<file path="src/rtl/bst_pkg.sv">
// Shared types, codes and helper functions of the BSON stream tokenizer.
package bst_pkg;

	// Limits of the accepted grammar.
	localparam int MAX_NAME_LEN = 256;
	localparam int MAX_DEPTH    = 16;

	// Widths of the result fields and of the internal state.
	localparam int EVENT_W = 4;
	localparam int TYPE_W  = 3;
	localparam int DEPTH_W = 5;
	localparam int ERR_W   = 2;
	localparam int VALUE_W = 64;
	// Byte counter: holds a positive 31-bit string length or a name length.
	localparam int CNT_W   = 31;

	// Event codes reported with each word.
	typedef enum logic [EVENT_W-1:0] {
		EV_DOCLEN   = 4'd0,
		EV_TYPE     = 4'd1,
		EV_NAME     = 4'd2,
		EV_NAME_END = 4'd3,
		EV_STRLEN   = 4'd4,
		EV_VALUE    = 4'd5,
		EV_STRBYTE  = 4'd6,
		EV_SUB_END  = 4'd7,
		EV_DOC_END  = 4'd8,
		EV_ERROR    = 4'd9
	} event_t;

	// Element type codes.
	typedef enum logic [TYPE_W-1:0] {
		T_DOUBLE = 3'd0,
		T_STRING = 3'd1,
		T_DOC    = 3'd2,
		T_ARRAY  = 3'd3,
		T_BOOL   = 3'd4,
		T_INT64  = 3'd5,
		T_NULL   = 3'd6,
		T_INT32  = 3'd7
	} elem_type_t;

	// Error codes.
	typedef enum logic [ERR_W-1:0] {
		ERR_NONE      = 2'd0,
		ERR_BAD_TYPE  = 2'd1,
		ERR_NAME_LONG = 2'd2,
		ERR_TOO_DEEP  = 2'd3
	} err_t;

	// Type bytes as they appear in the stream.
	localparam logic [7:0] BT_DOUBLE    = 8'h01;
	localparam logic [7:0] BT_STRING    = 8'h02;
	localparam logic [7:0] BT_DOC       = 8'h03;
	localparam logic [7:0] BT_ARRAY     = 8'h04;
	localparam logic [7:0] BT_BOOL      = 8'h08;
	localparam logic [7:0] BT_DATETIME  = 8'h09;
	localparam logic [7:0] BT_NULL      = 8'h0A;
	localparam logic [7:0] BT_INT32     = 8'h10;
	localparam logic [7:0] BT_TIMESTAMP = 8'h11;
	localparam logic [7:0] BT_INT64     = 8'h12;

	// Parser phase, one-hot.
	typedef enum logic [6:0] {
		PH_DOCLEN = 7'b0000001,
		PH_TYPE   = 7'b0000010,
		PH_NAME   = 7'b0000100,
		PH_VALUE  = 7'b0001000,
		PH_STRLEN = 7'b0010000,
		PH_STRING = 7'b0100000,
		PH_ERROR  = 7'b1000000
	} phase_t;

	// Parser state carried from word to word.
	typedef struct packed {
		phase_t              phase;
		elem_type_t          elem_type;
		logic [CNT_W-1:0]    cnt;
		logic [VALUE_W-1:0]  acc;
		logic [DEPTH_W-1:0]  depth;
		err_t                err;
	} state_t;

	// One result word.
	typedef struct packed {
		event_t              ev;
		elem_type_t          elem_type;
		logic [7:0]          byte_value;
		logic [VALUE_W-1:0]  value;
		logic                value_valid;
		logic [DEPTH_W-1:0]  depth;
		err_t                err;
	} result_t;

	// Type mapping result: known flag plus type code.
	typedef struct packed {
		logic       known;
		elem_type_t code;
	} type_map_t;

	// Maps a stream type byte to a type code.
	function automatic type_map_t map_type(input logic [7:0] b);
		type_map_t m;
		m.known = 1'b1;
		case (b)
			BT_DOUBLE:                             m.code = T_DOUBLE;
			BT_STRING:                             m.code = T_STRING;
			BT_DOC:                                m.code = T_DOC;
			BT_ARRAY:                              m.code = T_ARRAY;
			BT_BOOL:                               m.code = T_BOOL;
			BT_DATETIME, BT_TIMESTAMP, BT_INT64:   m.code = T_INT64;
			BT_NULL:                               m.code = T_NULL;
			BT_INT32:                              m.code = T_INT32;
			default: begin
				m.known = 1'b0;
				m.code  = T_DOUBLE;
			end
		endcase
		return m;
	endfunction

	// Index of the last value byte of a scalar type.
	function automatic logic [2:0] last_value_idx(input elem_type_t t);
		logic [2:0] idx;
		case (t)
			T_BOOL:  idx = 3'd0;
			T_INT32: idx = 3'd3;
			default: idx = 3'd7;
		endcase
		return idx;
	endfunction

endpackage

</file>
<file path="src/rtl/bst_step.sv">
// Next-state and result logic of the tokenizer for one stream byte.
module bst_step (
	input  bst_pkg::state_t  cur_state,
	input  logic [7:0]       data_byte,
	input  logic             restart,
	output bst_pkg::state_t  nxt_state,
	output bst_pkg::result_t result
);

	bst_pkg::state_t             st;
	bst_pkg::state_t             nxt;
	bst_pkg::type_map_t          tmap;
	bst_pkg::event_t             ev;
	logic [bst_pkg::VALUE_W-1:0] val;
	logic                        vvalid;
	logic [bst_pkg::VALUE_W-1:0] acc_merged;
	logic [2:0]                  lane;
	logic [bst_pkg::CNT_W-1:0]   cnt_dec;

	// Restart clears error, depth and counters before the byte is taken.
	always_comb begin
		st = cur_state;
		if (restart) begin
			st.phase = bst_pkg::PH_DOCLEN;
			st.cnt   = '0;
			st.acc   = '0;
			st.depth = '0;
			st.err   = bst_pkg::ERR_NONE;
		end
	end

	assign tmap = bst_pkg::map_type(data_byte);

	// Little-endian byte lane select; length bytes use only the low four lanes.
	always_comb begin
		if (st.phase == bst_pkg::PH_STRLEN) begin
			lane = {1'b0, st.cnt[1:0]};
		end else begin
			lane = st.cnt[2:0];
		end
		acc_merged = st.acc;
		for (int i = 0; i < 8; i++) begin
			if (lane == 3'(i)) begin
				acc_merged[8*i +: 8] = st.acc[8*i +: 8] | data_byte;
			end
		end
	end

	// String byte countdown saturates at zero.
	assign cnt_dec = (st.cnt != '0) ? st.cnt - 1'b1 : '0;

	// Phase transitions.
	always_comb begin
		nxt    = st;
		ev     = bst_pkg::EV_ERROR;
		val    = '0;
		vvalid = 1'b0;
		unique case (st.phase)
			bst_pkg::PH_DOCLEN: begin
				ev = bst_pkg::EV_DOCLEN;
				if (st.cnt >= bst_pkg::CNT_W'(3)) begin
					nxt.cnt   = '0;
					nxt.phase = bst_pkg::PH_TYPE;
				end else begin
					nxt.cnt = st.cnt + 1'b1;
				end
			end
			bst_pkg::PH_TYPE: begin
				if (data_byte == 8'h00) begin
					if (st.depth == '0) begin
						ev        = bst_pkg::EV_DOC_END;
						nxt.phase = bst_pkg::PH_DOCLEN;
					end else begin
						ev        = bst_pkg::EV_SUB_END;
						nxt.depth = st.depth - 1'b1;
					end
					nxt.cnt = '0;
				end else if (!tmap.known) begin
					nxt.err   = bst_pkg::ERR_BAD_TYPE;
					nxt.phase = bst_pkg::PH_ERROR;
				end else begin
					ev            = bst_pkg::EV_TYPE;
					nxt.elem_type = tmap.code;
					nxt.cnt       = '0;
					nxt.phase     = bst_pkg::PH_NAME;
				end
			end
			bst_pkg::PH_NAME: begin
				if (st.cnt >= bst_pkg::CNT_W'(bst_pkg::MAX_NAME_LEN)) begin
					nxt.err   = bst_pkg::ERR_NAME_LONG;
					nxt.phase = bst_pkg::PH_ERROR;
				end else if (data_byte != 8'h00) begin
					ev      = bst_pkg::EV_NAME;
					nxt.cnt = st.cnt + 1'b1;
				end else begin
					nxt.cnt = '0;
					nxt.acc = '0;
					if (st.elem_type == bst_pkg::T_DOC || st.elem_type == bst_pkg::T_ARRAY) begin
						if (st.depth >= bst_pkg::DEPTH_W'(bst_pkg::MAX_DEPTH)) begin
							nxt.err   = bst_pkg::ERR_TOO_DEEP;
							nxt.phase = bst_pkg::PH_ERROR;
						end else begin
							ev        = bst_pkg::EV_NAME_END;
							nxt.depth = st.depth + 1'b1;
							nxt.phase = bst_pkg::PH_DOCLEN;
						end
					end else begin
						ev = bst_pkg::EV_NAME_END;
						if (st.elem_type == bst_pkg::T_NULL) begin
							nxt.phase = bst_pkg::PH_TYPE;
						end else if (st.elem_type == bst_pkg::T_STRING) begin
							nxt.phase = bst_pkg::PH_STRLEN;
						end else begin
							nxt.phase = bst_pkg::PH_VALUE;
						end
					end
				end
			end
			bst_pkg::PH_VALUE: begin
				ev = bst_pkg::EV_VALUE;
				if (st.cnt >= bst_pkg::CNT_W'(bst_pkg::last_value_idx(st.elem_type))) begin
					val = acc_merged;
					if (st.elem_type == bst_pkg::T_INT32 && acc_merged[31]) begin
						val[63:32] = '1;
					end
					vvalid    = 1'b1;
					nxt.cnt   = '0;
					nxt.acc   = '0;
					nxt.phase = bst_pkg::PH_TYPE;
				end else begin
					nxt.acc = acc_merged;
					nxt.cnt = st.cnt + 1'b1;
				end
			end
			bst_pkg::PH_STRLEN: begin
				ev = bst_pkg::EV_STRLEN;
				if (st.cnt >= bst_pkg::CNT_W'(3)) begin
					nxt.acc = '0;
					// A zero or negative length means an empty string.
					if (acc_merged[31:0] == 32'd0 || acc_merged[31]) begin
						nxt.cnt   = '0;
						nxt.phase = bst_pkg::PH_TYPE;
					end else begin
						nxt.cnt   = acc_merged[bst_pkg::CNT_W-1:0];
						nxt.phase = bst_pkg::PH_STRING;
					end
				end else begin
					nxt.acc = acc_merged;
					nxt.cnt = st.cnt + 1'b1;
				end
			end
			bst_pkg::PH_STRING: begin
				ev      = bst_pkg::EV_STRBYTE;
				nxt.cnt = cnt_dec;
				if (cnt_dec == '0) begin
					nxt.phase = bst_pkg::PH_TYPE;
				end
			end
			default: begin
				ev        = bst_pkg::EV_ERROR;
				nxt.phase = bst_pkg::PH_ERROR;
			end
		endcase
	end

	// Result word reflects the state after this byte.
	always_comb begin
		result.ev          = ev;
		result.elem_type   = nxt.elem_type;
		result.byte_value  = data_byte;
		result.value       = val;
		result.value_valid = vvalid;
		result.depth       = nxt.depth;
		result.err         = nxt.err;
	end

	assign nxt_state = nxt;

endmodule

</file>
<file path="src/rtl/bson_stream_tokenizer.sv">
// Top level of the BSON stream tokenizer: parser state and output register.
//
// Takes one BSON byte per word and returns one tagged result word for it. A byte
// is processed by the next-state logic that closes a loop around the parser state
// register, and the result goes to an output register, so a new byte is accepted
// in every cycle while the consumer keeps up, and also while a finished result
// waits, as long as that result is taken in the same cycle. The result word of an
// accepted byte is registered and appears in the cycle after it is accepted.
// Restart clears the error, the depth and the counters and takes the same byte
// as the first byte of a new document length.
module bson_stream_tokenizer (
	input  logic        clk,
	input  logic        arst_n,
	input  logic        in_valid,
	output logic        in_stall,
	input  logic [7:0]  data_byte,
	input  logic        restart,
	output logic        out_valid,
	input  logic        out_stall,
	output logic [3:0]  event_res,
	output logic [2:0]  type_code,
	output logic [7:0]  byte_value,
	output logic [63:0] value,
	output logic        value_valid,
	output logic [4:0]  depth,
	output logic [1:0]  error_code
);

	bst_pkg::state_t  state_q;
	bst_pkg::state_t  state_nxt;
	bst_pkg::result_t res;
	bst_pkg::result_t res_s1;
	logic             out_valid_s1;
	logic             accept;

	// A word is taken unless a finished result is held back by the consumer.
	assign in_stall = out_valid_s1 & out_stall;
	assign accept   = in_valid & ~in_stall;

	bst_step u_step (
		.cur_state (state_q),
		.data_byte (data_byte),
		.restart   (restart),
		.nxt_state (state_nxt),
		.result    (res)
	);

	// Parser state.
	always_ff @(posedge clk or negedge arst_n) begin
		if (!arst_n) begin
			state_q.phase     <= bst_pkg::PH_DOCLEN;
			state_q.elem_type <= bst_pkg::T_DOUBLE;
			state_q.cnt       <= '0;
			state_q.acc       <= '0;
			state_q.depth     <= '0;
			state_q.err       <= bst_pkg::ERR_NONE;
		end else if (accept) begin
			state_q <= state_nxt;
		end
	end

	// Output valid flag.
	always_ff @(posedge clk or negedge arst_n) begin
		if (!arst_n) begin
			out_valid_s1 <= 1'b0;
		end else if (accept) begin
			out_valid_s1 <= 1'b1;
		end else if (!out_stall) begin
			out_valid_s1 <= 1'b0;
		end
	end

	// Output payload register.
	always_ff @(posedge clk) begin
		if (accept) begin
			res_s1 <= res;
		end
	end

	assign out_valid   = out_valid_s1;
	assign event_res   = res_s1.ev;
	assign type_code   = res_s1.elem_type;
	assign byte_value  = res_s1.byte_value;
	assign value       = res_s1.value;
	assign value_valid = res_s1.value_valid;
	assign depth       = res_s1.depth;
	assign error_code  = res_s1.err;

endmodule

</file>
<file path="config.mk">
export PLATFORM = sky130hd
export DESIGN_NAME = bson_stream_tokenizer
export DESIGN_NICKNAME = d
export VERILOG_FILES = /design/src/rtl/bst_pkg.sv /design/src/rtl/bst_step.sv /design/src/rtl/bson_stream_tokenizer.sv
export SDC_FILE = /design/constraint.sdc
export NUM_CORES = 1
export LEC_CHECK = 0
export ABC_AREA = 1
export BUFFER_PORTS_ARGS = -buffer_cell sky130_fd_sc_hd__buf_2
export CAP_MARGIN = 20
export CORE_ASPECT_RATIO = 1.25
export CORE_MARGIN = 5
export CORE_UTILIZATION = 55
export DETAILED_ROUTE_END_ITERATION = 10
export PLACE_DENSITY = 0.84
export SYNTH_ARGS = -nofsm -noshare
export SYNTH_HDL_FRONTEND = slang
export SYNTH_SLANG_ARGS = --single-unit
</file>
<file path="constraint.sdc">
create_clock -name clk -period 3.8 [get_ports clk]
set_input_delay 0.38 -clock clk [delete_from_list [all_inputs] [get_ports clk]]
set_output_delay 0.38 -clock clk [all_outputs]
set_load 0.005 [all_outputs]
</file>
Yosys cells after proc, flatten, opt, wreduce, memory -nomap -nowiden
Index checks and enable logic that the tools add are counted.
- input bits: 13
- output and inout bits: 89
- register bits after elaboration: 200
- logic and storage cells: 141
- bitwise operators: 11
- reductions and logical operators: 13
- eq/ne operators: 30
- $add $sub $neg: 4
- magnitude comparators: 4
- muxes and demuxes: 65
- operator list (cell ; count):
    $pmux W64 S3 ; 1
    $mux W95 ; 2
    $pmux W31 S6 ; 1
    $mux W31 ; 5
    $mux W102 ; 1
    $mux W100 ; 1
    $mux W7 ; 13
    $mux W71 ; 1
    $mux W8 ; 8
    $or A8 B8 Y8 ; 8
    $pmux W7 S6 ; 1
    $mux W34 ; 1
    $logic_not A32 Y1 ; 1
    $mux W32 ; 1
    $add A31 B1 Y31 const B ; 1
    $ge A31 B2 Y1 const B ; 1
    $ge A31 B3 Y1 ; 1
    $ge A31 B9 Y1 const B ; 1
    $logic_not A31 Y1 ; 1
    $reduce_bool A31 Y1 ; 1
    $sub A31 B1 Y31 const B ; 1
    $mux W4 ; 7
    $mux W5 ; 5
    $eq A8 B4 Y1 const B ; 3
    36 further kinds ; 60

Longest topological paths before layout
Gate-level depths: netlist of the first run.
- depth in word-level cells: 10
- depth in mapped cells: 22
- depth with buffers taken out: 20

Hierarchy
From an unflattened synthesis of the first run, not the netlist that was laid out.
- cells, all modules: 1876
- area total of the unflattened synthesis: 13237.7 µm²
- by module, submodules not included (module ; area each (µm²) ; cells an instance ; times used ; sequential area each (µm²)):
    bson_stream_tokenizer ; 7076.8 ; 578 ; 1 ; 5441.5
    bst_step ; 6160.9 ; 1298 ; 1 ; 0.0

Least setup slack after synthesis of the first run
OpenSTA, ideal clock, no wires.
- kind: reg-to-reg
- from: register out_valid_s1 (netlist: out_valid)
- to: register res_s1 (netlist bit byte_value[0]), enable pin
- stages on the path, launching flop included: 5
- arrival time: 3415 ps
- path buffers: 1
- setup slack: -100 ps
- required time: 3315 ps
- library setup time: 485 ps
- period minus slack after synthesis: 3900 ps
- cells stage by stage: dfrtp_1 -> nand2_1 -> inv_1 -> nor2_1 -> clkbuf_1
- word-level cells in the longest chain between the ends: 3
- RTL lines (item ; RTL line ; text):
    start: declaration ; bson_stream_tokenizer.sv:33 ; logic out_valid_s1;
    start signal: assignment ; bson_stream_tokenizer.sv:65 ; out_valid_s1 <= 1'b0;
    start signal: assignment ; bson_stream_tokenizer.sv:67 ; out_valid_s1 <= 1'b1;
    start signal: assignment ; bson_stream_tokenizer.sv:69 ; out_valid_s1 <= 1'b0;
    $and A1 B1 Y1 ; bson_stream_tokenizer.sv:37 ; assign in_stall = out_valid_s1 & out_stall;
    via in_stall ; bson_stream_tokenizer.sv:15 ; output logic in_stall,
    $not A1 Y1 ; bson_stream_tokenizer.sv:38 ; assign accept = in_valid & ~in_stall;
    $and A1 B1 Y1 ; bson_stream_tokenizer.sv:38 ;
    via accept ; bson_stream_tokenizer.sv:34 ; logic accept;
    end signal: assignment ; bson_stream_tokenizer.sv:76 ; res_s1 <= res;
    end: declaration ; bson_stream_tokenizer.sv:32 ; bst_pkg::result_t res_s1;
The timed path passes the listed nets, and every way through them passes these cells.
A chain may end at the register's enable or synchronous reset.

Worst setup path in the final report of the first run
- from: register state_q[102] (netlist bit)
- to: register state_q[32] (netlist bit)
- word-level cells in the longest chain between the ends: 6
- elaborated cells between the ends (all ways): 7
- classes of those cells: 1 x order compare; 2 x eq/ne; 4 x mux
- RTL lines (item ; RTL line ; text):
    start: declaration ; bson_stream_tokenizer.sv:29 ; bst_pkg::state_t state_q;
    start signal: assignment ; bson_stream_tokenizer.sv:58 ; state_q <= state_nxt;
    $eq A3 B3 Y1 ; bst_pkg.sv:125 ; case (t)
    $pmux W3 S2 * ; bst_pkg.sv:125 ;
    $mux W3 * ; bst_step.sv:58 ; unique case (st.phase)
    $ge A31 B3 Y1 * ; bst_step.sv:121 ; if (st.cnt >= bst_pkg::CNT_W'(bst_pkg::last_value_idx(st.elem_type))) begin
    $mux W95 * ; bst_step.sv:121 ;
    $pmux W64 S3 * ; bst_step.sv:58 ;
Mark *: on every way between the ends. The rest lies on a longest branch, timed or not. The select of a mux whose other input is x is not followed.

==> run summary, run 1 <==
TNS Setup - 0 ns
RR Endpoint - state_q[32]$_DFFE_PN0P_
Max Cap Viol - 0
Final Max Slew Viols - 0
sequential area share after synthesis - 42.3%
RSZ-0062 raised after global routing - no
vias in the first global route - 12073
final hold violations - 0
Placer Congestion - 0.976
Peak VDD IR - 0.312 mV
area leader, netlist - dfrtp_1
Worst Setup Start Kind - register
crit path DAT - 3.57 ns
Fmax - 0.312 GHz
# port buffers - 101
post-CTS sizing - 0
Hold Path Sink - out_valid$_DFFE_PN0P_
EDFF count, synth - 87
Reg clk slew, reported paths - 0.08 ns
total core area - 23000 sq um
Die ar. - 26600 sq um
Worst path slowest cell - dfrtp_1
syn avg cell area - 7.20 sq um
initial core utilization - 55.9%
total CTS buffers - 17
Synth area leaders - dfrtp_1 22%, edfxtp_1 20%, nand2_1 12%
Gate Count Post-Synth - 1788
cell area after layout - 14100 sq um
CTS tree - done
pin count of the biggest net entering global routing - 132
Antenna Cells - 0
final setup violation count - 0
clock skew - 0.0122 ns
Slew @ Worst Pin - 1.07 ns
CP peak stage delay - 0.46 ns
Detail Placement HPWL - 27400 um
Die X - 147 um
Vias - 12836
P_leak - 0.00710 uW
Warnings, synthesis - 0
Post-synth ARST share - 56.5%
Layout area overhead - 9.81%
Slew headroom - 28.7%
CTS sink cnt - 200
Detailed Route Iter0 Violations - 1876
Post-synth top cells - 409 x nand2_1, 238 x inv_1, 211 x nor2_1, 151 x nand3_1, 150 x a21oi_1
final net count - 1865
clock insertion delay at the later pin of the skew report - 0.45 ns
most numerous cell in the Yosys netlist - nand2_1
initial antenna violation count - 0
synth unique cells - 50
Worst Reg2Reg Path Length in Cells - 14
Worst Hold Class - in2reg
Routed Antenna Nets - 0
layout cells sized above 1 - 12.5%
hold path depth - 3
root buf cell - clkbuf_16
Final Routed Wirelength - 40000 um
min Tclk post-route - 3.20 ns
Worst EP required - 4.17 ns
H-tree depth - 4
fin crit share - 84.3%
Post-CTS Setup Repair Bufs - 0
first-pass GRT wire length - 64100 um
Design Power - 6700 uW
Synth Cell Area - 12900 sq um
Die Y - 181 um
routed length per instance - 18.7 um
clock buffer depth - 2
Critical Path Sink Type - register
vias per inst - 5.98
syn_nets - 1809
Post-DP Area - 13600 sq um
FF-to-FF Start - state_q[102]$_DFFE_PN0P_
share of the synthesized area in the top cell type - 21.8%
worst setup path class - reg2reg
Top FF cell, synth - dfrtp_1
number of synthesized register bits - 200
io pins - 102
Power per Cell Area - 474 nW/um^2
GRT Resource Usage Total - 29.8%
r2r setup slk - 0.60 ns
GRT overflow - 0
FILL cells - 2080
Critical Path, Cell by Cell - inv_1, nand2_1, nor2_1, inv_1, nand2_1, ha_1, a21oi_1, o21ai_0, nor4_2, nand3_2, nand2_4, buf_12, nand3_1, a22oi_1
hold path startpoint - in_valid
drt first pass iters - 6
CP max FO - 38
run status - finished, final reports clean
number of placement rows - 62
drc violations - 0
==> layer usage <==
metal  share of wire [%]  vias up  global-route usage [%]
li1                    -     5973                       -
met1                  40     5983                    39.9
met2                  47      743                    47.9
met3                 8.8      137                    4.86
met4                 4.1        0                    12.8
met5                   0        -                       0
==> cell type report <==
class	instances	area, sq um	share of cell area [%]
multi-input cells	1223	5950	42.1
flip-flops and latches	200	5440	38.5
inverters	269	1010	7.16
repair buffers	133	826	5.84
clock buffers	18	429	3.03
well taps	288	360	2.55
clock inverters	14	118	0.832
==> sequential cells by signal, summed over array words and instances, names as in the netlist <==
signal,flops
state_q,112
value,64
byte_value,8
depth,5
event_res,4
type_code,3
error_code,2
out_valid,1
value_valid,1
==> worst max-delay path by stage <==
stage / start / cells past startpoint / endpoint / slack (ns)
floorplan: out_stall / 4 / byte_value[0]$_DFFE_PP_ / 1.27
global placement: restart / 15 / state_q[98]$_DFFE_PN0P_ / 0.56
detailed placement: restart / 13 / state_q[109]$_DFFE_PN0P_ / 0.52
CTS: state_q[102]$_DFFE_PN0P_ / 14 / state_q[28]$_DFFE_PN0P_ / 0.66
global route: state_q[102]$_DFFE_PN0P_ / 14 / state_q[31]$_DFFE_PN0P_ / 0.42
finish: state_q[102]$_DFFE_PN0P_ / 14 / state_q[32]$_DFFE_PN0P_ / 0.60
==> kinds of logic after synthesis <==
logic type               after synthesis  share of synthesized area, %
AND/OR/NAND/NOR                      878                          29.9
buffers and inverters                365                          11.7
AO/OA/AOI/OAI                        327                          14.7
flip-flops                           200                          42.3
XOR/XNOR                               9                         0.612
adder cells (fa/ha/maj)                8                         0.777
multiplexers                           1                        0.0874
==> critical path, delay by kind of cell (launching register included) <==
kind | cells | cell delay, ns
flops | 1 | 0.46
compound gates | 3 | 0.48
fa+ha+maj | 1 | 0.24
buf+inv | 3 | 0.47
simple gates | 7 | 1.44
==> metrics by stage <==
stage / cells / hold slack [ns] / setup slack [ns] / utilization, %
after floorplan: 1788 / 0.0844 / 1.27 / -
after global placement: 2112 / 0.407 / 0.565 / 59.0
after detailed placement: 2112 / 0.409 / 0.523 / 59.0
after CTS: 2145 / 0.159 / 0.662 / 61.4
after global routing: 2145 / 0.202 / 0.420 / 61.4
final: 2145 / 0.162 / 0.597 / 61.4
==> placed cells by master (no fill, tap or decap), types with 8 or more instances in the layout <==
master | synthesis | final
inv_2 | 29 | 29
clkbuf_16 | 0 | 17
o21ai_0 | 57 | 57
edfxtp_1 | 87 | 87
o211ai_1 | 8 | 8
inv_1 | 238 | 238
nand4_1 | 25 | 25
xor2_1 | 9 | 9
nand3_1 | 151 | 151
buf_2 | 33 | 100
o21ai_1 | 23 | 23
nand2_1 | 409 | 407
ha_1 | 8 | 8
nand2_2 | 10 | 12
nor2_2 | 9 | 9
buf_4 | 10 | 26
a22oi_1 | 68 | 68
nor2_1 | 211 | 210
a21oi_1 | 150 | 150
nand3b_1 | 33 | 33
dfrtp_1 | 112 | 112
==> power by group <==
| part | internal (uW) | total, uW | switching, uW |
|---|---|---|---|
| combinational | 690 | 2300 | 1610 |
| sequential | 2510 | 2650 | 143 |
| clock | 856 | 1750 | 889 |
| total | 4060 | 6700 | 2640 |
==> what timing repair did <==
item / 4_1_cts / 5_1_grt
hold endpoints to repair: 35 / 0
endpoints found under the setup margin: 0 / 0
hold buffers: 1 / 0
(Power assumes the default switching activity.)
==> inputs of run 2 (changes only) <==
==> constraint.sdc (replaced) <==
create_clock -name clk -period 2.79 [get_ports clk]
set_input_delay 0.279 -clock clk [delete_from_list [all_inputs] [get_ports clk]]
set_output_delay 0.279 -clock clk [all_outputs]
set_load 0.005 [all_outputs]
==> run 2 against run 1 <==
  * Flip-flop and latch count unchanged
  * Sequential power up 37%
  * Critical path depth decreased by 2
  * Power increased by 50%
  * Clock power is 34% higher
  * Hold slack lost 0.13 ns
  * Fmax grew 18%
==> run summary, run 2 (synthesis gave the netlist of run 1 again) <==
Final Max Slew Viols - 0 (unchanged)
Hold Path Sink - out_valid$_DFFE_PN0P_
Reg clk slew, reported paths - 0.08 ns (about the same)
root buf cell - clkbuf_16
CTS sink cnt - 200 (unchanged)
min Tclk post-route - 2.71 ns (-0.496 ns)
vias per inst - 5.84 (-2.3%)
routed length per instance - 18.8 um (+0.90%)
Die ar. - 26600 sq um (unchanged)
Worst Reg2Reg Path Length in Cells - 12 (-2)
Fmax - 0.369 GHz (+18%)
crit path DAT - 3.07 ns (-0.50 ns)
clock buffer depth - 2 (unchanged)
initial antenna violation count - 0 (unchanged)
Die X - 147 um (unchanged)
Max Cap Viol - 0 (unchanged)
total core area - 23000 sq um (unchanged)
Die Y - 181 um (unchanged)
Finished Core Util - 70.2% (+8.8 points)
P_leak - 0.00824 uW (+16%)
clock skew - 0.0136 ns (+0.00146 ns)
Routed Antenna Nets - 0 (unchanged)
layout cells sized above 1 - 22.9% (+10 points)
most frequent cells in the layout - 403 x nand2_1, 237 x inv_1, 224 x buf_4, 207 x nor2_1, 150 x nand3_1
final hold violations - 0 (unchanged)
Peak VDD IR - 0.482 mV (+54%)
Layout area overhead - 25.5%
vias in the first global route - 13222 (+9.5%)
total CTS buffers - 17 (unchanged)
CP max FO - 6 (-84%)
clock insertion delay at the later pin of the skew report - 0.46 ns (about the same)
Worst Setup Start Kind - register
Final Routed Wirelength - 44500 um (+11%)
Detailed Route Iter0 Violations - 1669 (-11%)
max reg flops - 112 (unchanged)
Placer Congestion - 1.02 (+4.6%)
FF-to-FF Start - state_q[93]$_DFFE_PN0P_
Slew @ Worst Pin - 0.661 ns (-0.408 ns)
initial core utilization - 55.9% (unchanged)
r2r setup slk - 0.08 ns (-0.51 ns)
hold path depth - 3 (unchanged)
Design Power - 10100 uW (+50%)
Power per Cell Area - 623 nW/um^2 (+32%)
final setup violation count - 0 (unchanged)
Worst Hold Class - in2reg
# port buffers - 101 (unchanged)
fin crit share - 97.0% (+13 points)
Critical Path Sink Type - register
run status - finished, final reports clean
io pins - 102 (unchanged)
GRT Resource Usage Total - 32.0% (+2.3 points)
CTS tree - done
Worst EP required - 3.15 ns (-1.02 ns)
Antenna Cells - 0 (unchanged)
drt first pass iters - 6 (unchanged)
H-tree depth - 4 (unchanged)
pin count of the biggest net entering global routing - 116 (-12%)
largest reg by FF count - state_q
final net count - 2085 (+12%)
placed cells - 2320 (+9.8%)
Finished Layout Cells - 2365 (+10%)
drc violations - 0 (unchanged)
Detail Placement HPWL - 30500 um (+11%)
worst setup path class - reg2reg
Vias - 13822 (+7.7%)
number of placement rows - 62 (unchanged)
Slew headroom - 55.9% (+27 points)
WHS - 0.0361 ns (-0.126 ns)
RR Endpoint - state_q[16]$_DFFE_PN0P_
GRT overflow - 0 (unchanged)
first-pass GRT wire length - 68700 um (+7.1%)
hold path startpoint - out_stall
TNS Setup - 0 ns (unchanged)
most common cell after layout, fill and taps aside - nand2_1
## run 2: worst max path at each step
stage                             start                 endpoint  slack (ns)  depth (start not counted)
3_3_place_gp                    restart  state_q[78]$_DFFE_PN0P_       -0.03                         20
2_1_floorplan     out_valid$_DFFE_PN0P_  byte_value[0]$_DFFE_PP_        0.26                          4
3_5_place_dp                    restart  state_q[78]$_DFFE_PN0P_        -0.1                         20
6_report        state_q[93]$_DFFE_PN0P_  state_q[16]$_DFFE_PN0P_        0.08                         12
4_1_cts        state_q[102]$_DFFE_PN0P_  state_q[43]$_DFFE_PN0P_        0.05                         14
5_1_grt        state_q[102]$_DFFE_PN0P_  state_q[18]$_DFFE_PN0P_       -0.08                         15
## run 2: layer usage
layer	up-vias	global-route usage, %	part of all wire [%]	wire, um
met5	-	0	0	0
li1	6410	-	-	-
met1	6438	41.9	38	17100
met3	171	4.89	9.0	3990
met2	803	53.4	48	21300
met4	0	13.0	4.7	2110
## run 2: per-stage QoR
step	setup slack [ns]	instance area, sq um
final	0.0827	16200
after detailed placement	-0.0961	15300
after CTS	0.0465	15800
after global placement	-0.0312	15300
after global routing	-0.0765	16200
after floorplan	0.257	12900
## run 2: cell type report
class	count	area, sq um
Fill cell	1795	6880
Multi-Input combinational cell	1224	6100
Sequential cell	200	5440
Timing Repair Buffer	352	2720
Inverter	269	1010
Clock buffer	18	429
Tap cell	288	360
Clock inverter	14	98.8
## run 2: report_power, final
group | internal, uW | leakage [uW] | total, uW | switching, uW
sequential | 3420 | 0.00225 | 3630 | 207
clock | 1150 | 0.000255 | 2350 | 1210
combinational | 1670 | 0.00574 | 4090 | 2410
total | 6240 | 0.00824 | 10100 | 3830
## run 2: what timing repair did
item                                   CTS  global route
hold buffers                             1             0
setup endpoints to repair                0           153
endpoints found under the hold margin   40             0
setup buffers                            0             4
gates resized for setup                  0            39
## run 2: worst max-delay path, cell delays in order (launching register included)
cell,delay [ns]
dfrtp_1,0.41
o21ai_0,0.42
nand2_1,0.16
nor2_2,0.19
nand2_2,0.14
nor2_2,0.15
nand2_2,0.12
nor2_2,0.21
inv_2,0.16
nand2_8,0.16
clkbuf_16,0.17
nand3_1,0.07
a22oi_1,0.24
